--- src/rtl/core/stkl_pkg.sv ---
// ----------------------------------------------------------------------------
// stkl_pkg
// Types and constants shared by the sorted top-k score list and its cells.
// ----------------------------------------------------------------------------
`default_nettype none

package stkl_pkg;

  // list geometry
  localparam int unsigned Depth  = 5;
  localparam int unsigned IdxW   = (Depth > 1) ? $clog2(Depth) : 1;
  localparam int unsigned ScoreW = 16;
  localparam int unsigned TagW   = 16;
  localparam int unsigned RankW  = 3;
  localparam int unsigned StatW  = 3;

  // input operations
  typedef enum logic [1:0] {
    OP_INSERT = 2'd0,
    OP_DELETE = 2'd1,
    OP_READ   = 2'd2,
    OP_NONE   = 2'd3
  } opcode_e;

  // result status codes
  typedef enum logic [StatW-1:0] {
    STS_INSERTED   = 3'd0,
    STS_NOT_PLACED = 3'd1,
    STS_DELETED    = 3'd2,
    STS_NOT_FOUND  = 3'd3,
    STS_ENTRY      = 3'd4
  } status_e;

  // one list entry
  typedef struct packed {
    logic [ScoreW-1:0] score;
    logic [TagW-1:0]   tag;
  } entry_t;

  // control broadcast to every cell
  typedef struct packed {
    logic sel_ins;  // compare mode: greater-than for insert, less-or-equal otherwise
    logic wr_ins;   // commit an insert
    logic wr_del;   // commit a delete
    logic rot;      // rotate the list up by one rank
  } cell_ctrl_t;

  // compare results reported by a cell
  typedef struct packed {
    logic flag;  // cell is at or below the touched position
    logic head;  // cell is the touched position
    logic eq;    // stored score equals the broadcast score
    logic gt;    // broadcast score is above the stored score
  } cell_stat_t;

endpackage

`default_nettype wire

--- src/rtl/core/stkl_cell.sv ---
// ----------------------------------------------------------------------------
// stkl_cell
// One rank of the sorted list: holds a score and tag, compares against the
// broadcast score and takes its next entry from a neighbor or the broadcast.
// ----------------------------------------------------------------------------
`default_nettype none

module stkl_cell
  import stkl_pkg::*;
(
  input  wire  logic              clk_i,
  input  wire  logic              rst_ni,
  input  wire  cell_ctrl_t        ctrl_i,
  input  wire  logic [ScoreW-1:0] bc_score_i,
  input  wire  logic [TagW-1:0]   bc_tag_i,
  input  wire  logic              up_flag_i,
  input  wire  entry_t            up_ent_i,
  input  wire  entry_t            dn_ent_i,
  output entry_t                  ent_o,
  output cell_stat_t              stat_o
);

  entry_t ent_q, ent_d;
  logic   gt, le, flag;

  // compare against the broadcast score
  assign gt   = bc_score_i > ent_q.score;
  assign le   = ent_q.score <= bc_score_i;
  assign flag = ctrl_i.sel_ins ? gt : le;

  assign stat_o.flag = flag;
  assign stat_o.head = flag & ~up_flag_i;
  assign stat_o.eq   = ent_q.score == bc_score_i;
  assign stat_o.gt   = gt;
  assign ent_o       = ent_q;

  // next entry: new word at the head, shift down below it, shift up on delete or rotate
  always_comb begin
    ent_d = ent_q;
    if (ctrl_i.wr_ins && gt) begin
      if (~up_flag_i) begin
        ent_d.score = bc_score_i;
        ent_d.tag   = bc_tag_i;
      end else begin
        ent_d = up_ent_i;
      end
    end else if ((ctrl_i.wr_del && le) || ctrl_i.rot) begin
      ent_d = dn_ent_i;
    end
  end

  // entry storage, reset to score 0 and anonymous tag
  always_ff @(posedge clk_i or negedge rst_ni) begin
    if (!rst_ni) begin
      ent_q <= '0;
    end else begin
      ent_q <= ent_d;
    end
  end

endmodule

`default_nettype wire

--- src/rtl/core/sorted_top_k_score_list.sv ---
// Sorted top-k score list: a chain of Depth cells keeps (score, tag) pairs in
// descending order, rank 0 highest, all zero after reset. Insert and delete
// words are taken one per cycle unless the result register is stalled: every
// cell compares with the broadcast score in parallel and the whole chain
// shifts in the same edge, giving one result word with last set. A read word
// gives Depth result words, one per cycle while the output side does not
// stall, by rotating the chain up through rank 0 into the output register;
// the input is not ready while the read is in progress. Opcode 3 is taken and
// gives no result. Ranks are reported modulo 8.
// ----------------------------------------------------------------------------
// sorted_top_k_score_list
// Top level: cell chain, operation control and the result output register.
// ----------------------------------------------------------------------------
`default_nettype none

module sorted_top_k_score_list
  import stkl_pkg::*;
(
  input  wire  logic              clk_i,
  input  wire  logic              rst_ni,
  input  wire  logic              in_valid_i,
  output logic                    in_ready_o,
  input  wire  logic [1:0]        opcode_i,
  input  wire  logic [ScoreW-1:0] score_i,
  input  wire  logic [TagW-1:0]   player_tag_i,
  output logic                    out_valid_o,
  input  wire  logic              out_ready_i,
  output logic [StatW-1:0]        status_o,
  output logic [RankW-1:0]        rank_o,
  output logic [ScoreW-1:0]       entry_score_o,
  output logic [TagW-1:0]         entry_tag_o,
  output logic                    last_o
);

  typedef enum logic [1:0] {
    S_IDLE = 2'b01,
    S_READ = 2'b10
  } state_e;

  state_e            state_q, state_d;
  logic [IdxW-1:0]   cnt_q, cnt_d;
  logic              out_valid_q, out_valid_d;
  logic [StatW-1:0]  status_q, status_d;
  logic [RankW-1:0]  rank_q, rank_d;
  logic [ScoreW-1:0] score_q, score_d;
  logic [TagW-1:0]   tag_q, tag_d;
  logic              last_q, last_d;

  cell_ctrl_t        ctrl;
  entry_t            ent [Depth];
  cell_stat_t        stat [Depth];
  logic [Depth-1:0]  flag_v, head_v, eq_v;
  logic              out_free, acc, rd_step, is_ins, is_del;
  logic              placed, found, rd_last;
  logic [IdxW-1:0]   head_idx;
  logic [RankW+IdxW-1:0] head_ext, cnt_ext;

  // handshake
  assign out_free   = ~out_valid_q | out_ready_i;
  assign in_ready_o = (state_q == S_IDLE) & out_free;
  assign acc        = in_valid_i & in_ready_o;
  assign rd_step    = (state_q == S_READ) & out_free;
  assign is_ins     = opcode_i == OP_INSERT;
  assign is_del     = opcode_i == OP_DELETE;
  assign rd_last    = cnt_q == IdxW'(Depth - 1);

  // cell control
  assign placed       = stat[Depth-1].gt;
  assign found        = |eq_v;
  assign ctrl.sel_ins = is_ins;
  assign ctrl.wr_ins  = acc & is_ins & placed;
  assign ctrl.wr_del  = acc & is_del & found;
  assign ctrl.rot     = rd_step;

  // cell chain
  for (genvar i = 0; i < Depth; i++) begin : g_cell
    entry_t up_ent, dn_ent;
    logic   up_flag;

    if (i == 0) begin : g_top
      assign up_ent  = '0;
      assign up_flag = 1'b0;
    end else begin : g_mid
      assign up_ent  = ent[i-1];
      assign up_flag = flag_v[i-1];
    end

    if (i == Depth - 1) begin : g_bot
      assign dn_ent = ctrl.rot ? ent[0] : '0;
    end else begin : g_up
      assign dn_ent = ent[i+1];
    end

    stkl_cell u_cell (
      .clk_i      (clk_i),
      .rst_ni     (rst_ni),
      .ctrl_i     (ctrl),
      .bc_score_i (score_i),
      .bc_tag_i   (player_tag_i),
      .up_flag_i  (up_flag),
      .up_ent_i   (up_ent),
      .dn_ent_i   (dn_ent),
      .ent_o      (ent[i]),
      .stat_o     (stat[i])
    );

    assign flag_v[i] = stat[i].flag;
    assign head_v[i] = stat[i].head;
    assign eq_v[i]   = stat[i].eq;
  end

  // one-hot head position to index
  always_comb begin
    head_idx = '0;
    for (int i = 0; i < Depth; i++) begin
      if (head_v[i]) begin
        head_idx = head_idx | IdxW'(i);
      end
    end
  end

  // ranks are reported modulo the rank field
  assign head_ext = {{RankW{1'b0}}, head_idx};
  assign cnt_ext  = {{RankW{1'b0}}, cnt_q};

  // read sequencer
  always_comb begin
    state_d = state_q;
    cnt_d   = cnt_q;
    unique case (state_q)
      S_IDLE: begin
        if (acc && opcode_i == OP_READ) begin
          state_d = S_READ;
          cnt_d   = '0;
        end
      end
      S_READ: begin
        if (rd_step) begin
          cnt_d = IdxW'(cnt_q + 1'b1);
          if (rd_last) begin
            state_d = S_IDLE;
          end
        end
      end
      default: begin
        state_d = S_IDLE;
      end
    endcase
  end

  // result word
  always_comb begin
    out_valid_d = out_valid_q & ~out_ready_i;
    status_d    = status_q;
    rank_d      = rank_q;
    score_d     = score_q;
    tag_d       = tag_q;
    last_d      = last_q;
    if (acc && (is_ins || is_del)) begin
      out_valid_d = 1'b1;
      score_d     = score_i;
      tag_d       = player_tag_i;
      last_d      = 1'b1;
      if (is_ins) begin
        status_d = placed ? STS_INSERTED : STS_NOT_PLACED;
        rank_d   = placed ? head_ext[RankW-1:0] : '0;
      end else begin
        status_d = found ? STS_DELETED : STS_NOT_FOUND;
        rank_d   = found ? head_ext[RankW-1:0] : '0;
      end
    end else if (rd_step) begin
      out_valid_d = 1'b1;
      status_d    = STS_ENTRY;
      rank_d      = cnt_ext[RankW-1:0];
      score_d     = ent[0].score;
      tag_d       = ent[0].tag;
      last_d      = rd_last;
    end
  end

  // control registers
  always_ff @(posedge clk_i or negedge rst_ni) begin
    if (!rst_ni) begin
      state_q     <= S_IDLE;
      cnt_q       <= '0;
      out_valid_q <= 1'b0;
    end else begin
      state_q     <= state_d;
      cnt_q       <= cnt_d;
      out_valid_q <= out_valid_d;
    end
  end

  // result payload
  always_ff @(posedge clk_i) begin
    status_q <= status_d;
    rank_q   <= rank_d;
    score_q  <= score_d;
    tag_q    <= tag_d;
    last_q   <= last_d;
  end

  assign out_valid_o   = out_valid_q;
  assign status_o      = status_q;
  assign rank_o        = rank_q;
  assign entry_score_o = score_q;
  assign entry_tag_o   = tag_q;
  assign last_o        = last_q;

endmodule

`default_nettype wire

--- config.mk ---
export PLATFORM = sky130hd
export DESIGN_NAME = sorted_top_k_score_list
export DESIGN_NICKNAME = d
export VERILOG_FILES = /design/src/rtl/core/stkl_pkg.sv /design/src/rtl/core/stkl_cell.sv /design/src/rtl/core/sorted_top_k_score_list.sv
export SDC_FILE = /design/constraint.sdc
export NUM_CORES = 1
export LEC_CHECK = 0
export ABC_AREA = 1
export BUFFER_PORTS_ARGS = -buffer_cell sky130_fd_sc_hd__buf_2
export CAP_MARGIN = 5
export CORE_ASPECT_RATIO = 0.5
export CORE_MARGIN = 2
export CORE_UTILIZATION = 50
export CTS_CLUSTER_SIZE = 30
export DETAILED_ROUTE_END_ITERATION = 8
export PLACE_DENSITY = 0.79
export SETUP_SLACK_MARGIN = 0.02
export SYNTH_ARGS = -nofsm -noshare
export SYNTH_HDL_FRONTEND = slang
export SYNTH_SLANG_ARGS = --single-unit
--- constraint.sdc ---
create_clock -name clk_i -period 6.62 [get_ports clk_i]
set_input_delay 0.662 -clock clk_i [delete_from_list [all_inputs] [get_ports clk_i]]
set_output_delay 0.662 -clock clk_i [all_outputs]
set_load 0.01 [all_outputs]
==> results.sh <==
export IMPL_outcome="finished, final reports clean"
export IMPL_maxSlewHeadroom=0.1943
export IMPL_tightest_slew_ps=1206
export IMPL_grt_start_max_net_pins=73
export IMPL_maxSlewViolCount=0
export IMPL_powerDensity_nw_per_um2=380.7
export IMPL_max_clock_freq_ghz=0.2636
export IMPL_fin_nets=2233
export IMPL_crit_slowest_cell="nand2_2"
export IMPL_core_area_um2=27870
export IMPL_synth_seq_cells=205
export IMPL_crit_family="simple AND/OR/NAND/NOR gates"
export IMPL_die_area_um2=29950
export IMPL_cts_hold_buf=0
export IMPL_htreeDepth=1
export IMPL_final_core_util=0.5515
export IMPL_placed_cells=2471
export IMPL_syn_avg_cell_area_um2=6.744
export IMPL_grt_pass1_wl_um=76460
export IMPL_synth_top_family_by_area="simple AND/OR/NAND/NOR gates"
export IMPL_final_cells=2513
export IMPL_multi_input_area_um2=7806
export IMPL_crit_buf_inv=3
export IMPL_min_period_ps=3794
export IMPL_finClkSkew_ps=24.46
export IMPL_final_hold_viol_count=0
export IMPL_die_w_um=242.7
export IMPL_cts_resized=0
export IMPL_whs_ps=130.4
export IMPL_reg2regPathDepth=12
export IMPL_synth_fp_nets=2233
export IMPL_insertion_delay_ps=540
export IMPL_grt_pass1_vias=13590
export IMPL_ant_nets=0
export IMPL_power_w=0.005852
export IMPL_drive_gt1_frac=0.08267
export IMPL_yosys_area_share_simple=0.4238
export IMPL_postCtsSetupBuffers=0
export IMPL_path_cells="buf_2, inv_1, ha_1, a21oi_1, o21ai_1, a21oi_2, nand3_4, nor2_4, nor2_4, buf_4, nand2_2, nand2_1, nand2_1"
export IMPL_drv_cap=0
export IMPL_vias_per_cell=5.825
export IMPL_rows=43
export IMPL_grt_use_total=0.3286
export IMPL_cts_buffer_depth=3
export IMPL_n_fill_cell=2669
export IMPL_pin_count=79
export IMPL_rsz0062_at_grt="no"
export IMPL_io_buffers=78
export IMPL_synth_async_reset_ratio=0.8098
export IMPL_cpPeakStageDelay_ps=810
export IMPL_cts_root_buf="clkbuf_16"
export IMPL_startpoint_type="input pin"
export IMPL_syn_cell_area_um2=14250
export IMPL_syn2layout_area_growth_pct=7.867
export IMPL_yosysWarnings=0
export IMPL_seq_area_frac_synth=0.3731
export IMPL_holdCritPathClass="input pin to async pin"
export IMPL_die_y_um=123.4
export IMPL_r2r_end="rank_o[1]"
export IMPL_setup_viol=0
export IMPL_synth_edf_count=38
export IMPL_syn_inst=2113
export IMPL_arrival_ps=4260
export IMPL_required_ps=7080
export IMPL_r2r_start="g_cell[2].u_cell.ent_o[31]"
export IMPL_cts_buffers=22
export IMPL_synth_area_mux_share=0
export IMPL_cts_tree="yes"
export IMPL_path_class="input pin to flip-flop"
export IMPL_final_cell_mix="947 x nand2_1, 249 x nand3_1, 165 x dfrtp_1, 140 x nor2_1, 111 x inv_1"
export IMPL_regArea_um2=5316
export IMPL_finalWeightedCongestion=0.9621
export IMPL_r2r_setup_slack_ps=2850
export IMPL_start_util=0.5113
export IMPL_routed_wl_um=49120
export IMPL_period_share=0.5731
export IMPL_wl_per_cell_um=19.55
export IMPL_synth_xor_area_share=0.0006146
export IMPL_drt_iter0_markers=2190
export IMPL_crit_fanout=33
export IMPL_irDropWorstVdd_mv=0.2302
export IMPL_antenna_found_initial=1
export IMPL_ys_types=36
export IMPL_synth_top_flop_cell="dfrtp_1"
export IMPL_synth_compound_area_frac=0.05049
export IMPL_final_common_cell="nand2_1"
export IMPL_gr_total_overflow=0
export IMPL_via_count=14640
export IMPL_clock_sinks=205
export IMPL_p_leak_nw=8.307
export IMPL_drc=0
export IMPL_synth_fa_ha_area_frac=0.07200
export IMPL_crit_path_end_kind="flip-flop"
export IMPL_dp_hpwl_um=28550
export IMPL_clk_pin_slew_ps=70
export IMPL_first_pass_iters=8
export IMPL_tns_ps=0
==> state kept, by name, summed over array words and instances, names as in the netlist <==
name and flops:
cnt_q 3, entry_score_o 16, entry_tag_o 16, g_cell.u_cell.ent_o 160
last_o 1, out_valid_o 1, rank_o 3, state_q 2
status_o 3
==> worst max-delay path by stage <==
stage,start,to,slack (ps),cells past startpoint
global placement,score_i[15],rank_o[1],2530,14
floorplan,out_ready_i,entry_score_o[0],3890,6
finish,score_i[13],g_cell[3].u_cell.ent_o[31],2830,13
detailed placement,score_i[15],rank_o[1],2460,14
CTS,g_cell[2].u_cell.ent_o[31],rank_o[1],2950,12
global route,score_i[3],rank_o[1],2710,17
==> final cells by class <==
type                    count  area share
diodes                      2   0.0003256
clock buffers              30     0.03980
clock inverters            10    0.008059
inverters                 120     0.02947
multi-input cells        1662      0.5079
flip-flops and latches    205      0.3459
well taps                 382     0.03109
repair buffers            102     0.03753
==> synthesized netlist by cell type (all sizes together) (2+ instances only) <==
cell    instances  share of area
a21oi          63          0.022
clkinv          2        0.00053
edfxtp         38          0.080
nand2         967           0.26
dfrtp         165           0.29
nand4          67          0.029
nand3         252          0.091
inv           118          0.031
nor2          152          0.045
ha             82          0.072
a21o            4         0.0021
o21ai          67          0.024
buf            92          0.039
clkbuf         34         0.0090
==> logic make-up after synthesis <==
group,Yosys count
AOI/OAI and AO/OA,139
xor gates and xnor gates,1
adders and majority gates,82
buffers and inverters,246
DFF,205
and+or+nand+nor,1440
==> power by group <==
part | switching [W] | internal, W
Combinational | 0.00153 | 0.000856
Sequential | 0.000434 | 0.00172
Clock | 0.000549 | 0.000765
==> layer usage <==
metal  up-vias  share of wire  track usage
met2      1039           0.42       0.5091
li1       6805              -            -
met1      6591           0.39       0.4359
met5         -              0            0
met4         0          0.044       0.1419
met3       202           0.15      0.08986
==> per-stage QoR <==
| stage | area, µm² | setup WS, ps |
|---|---|---|
| floorplan | 14250 | 3895 |
| global placement | 14630 | 2532 |
| detailed placement | 14630 | 2458 |
| CTS | 15370 | 2948 |
| global route | 15370 | 2709 |
| finish | 15370 | 2826 |
Power figures use the tool's default switching activity.
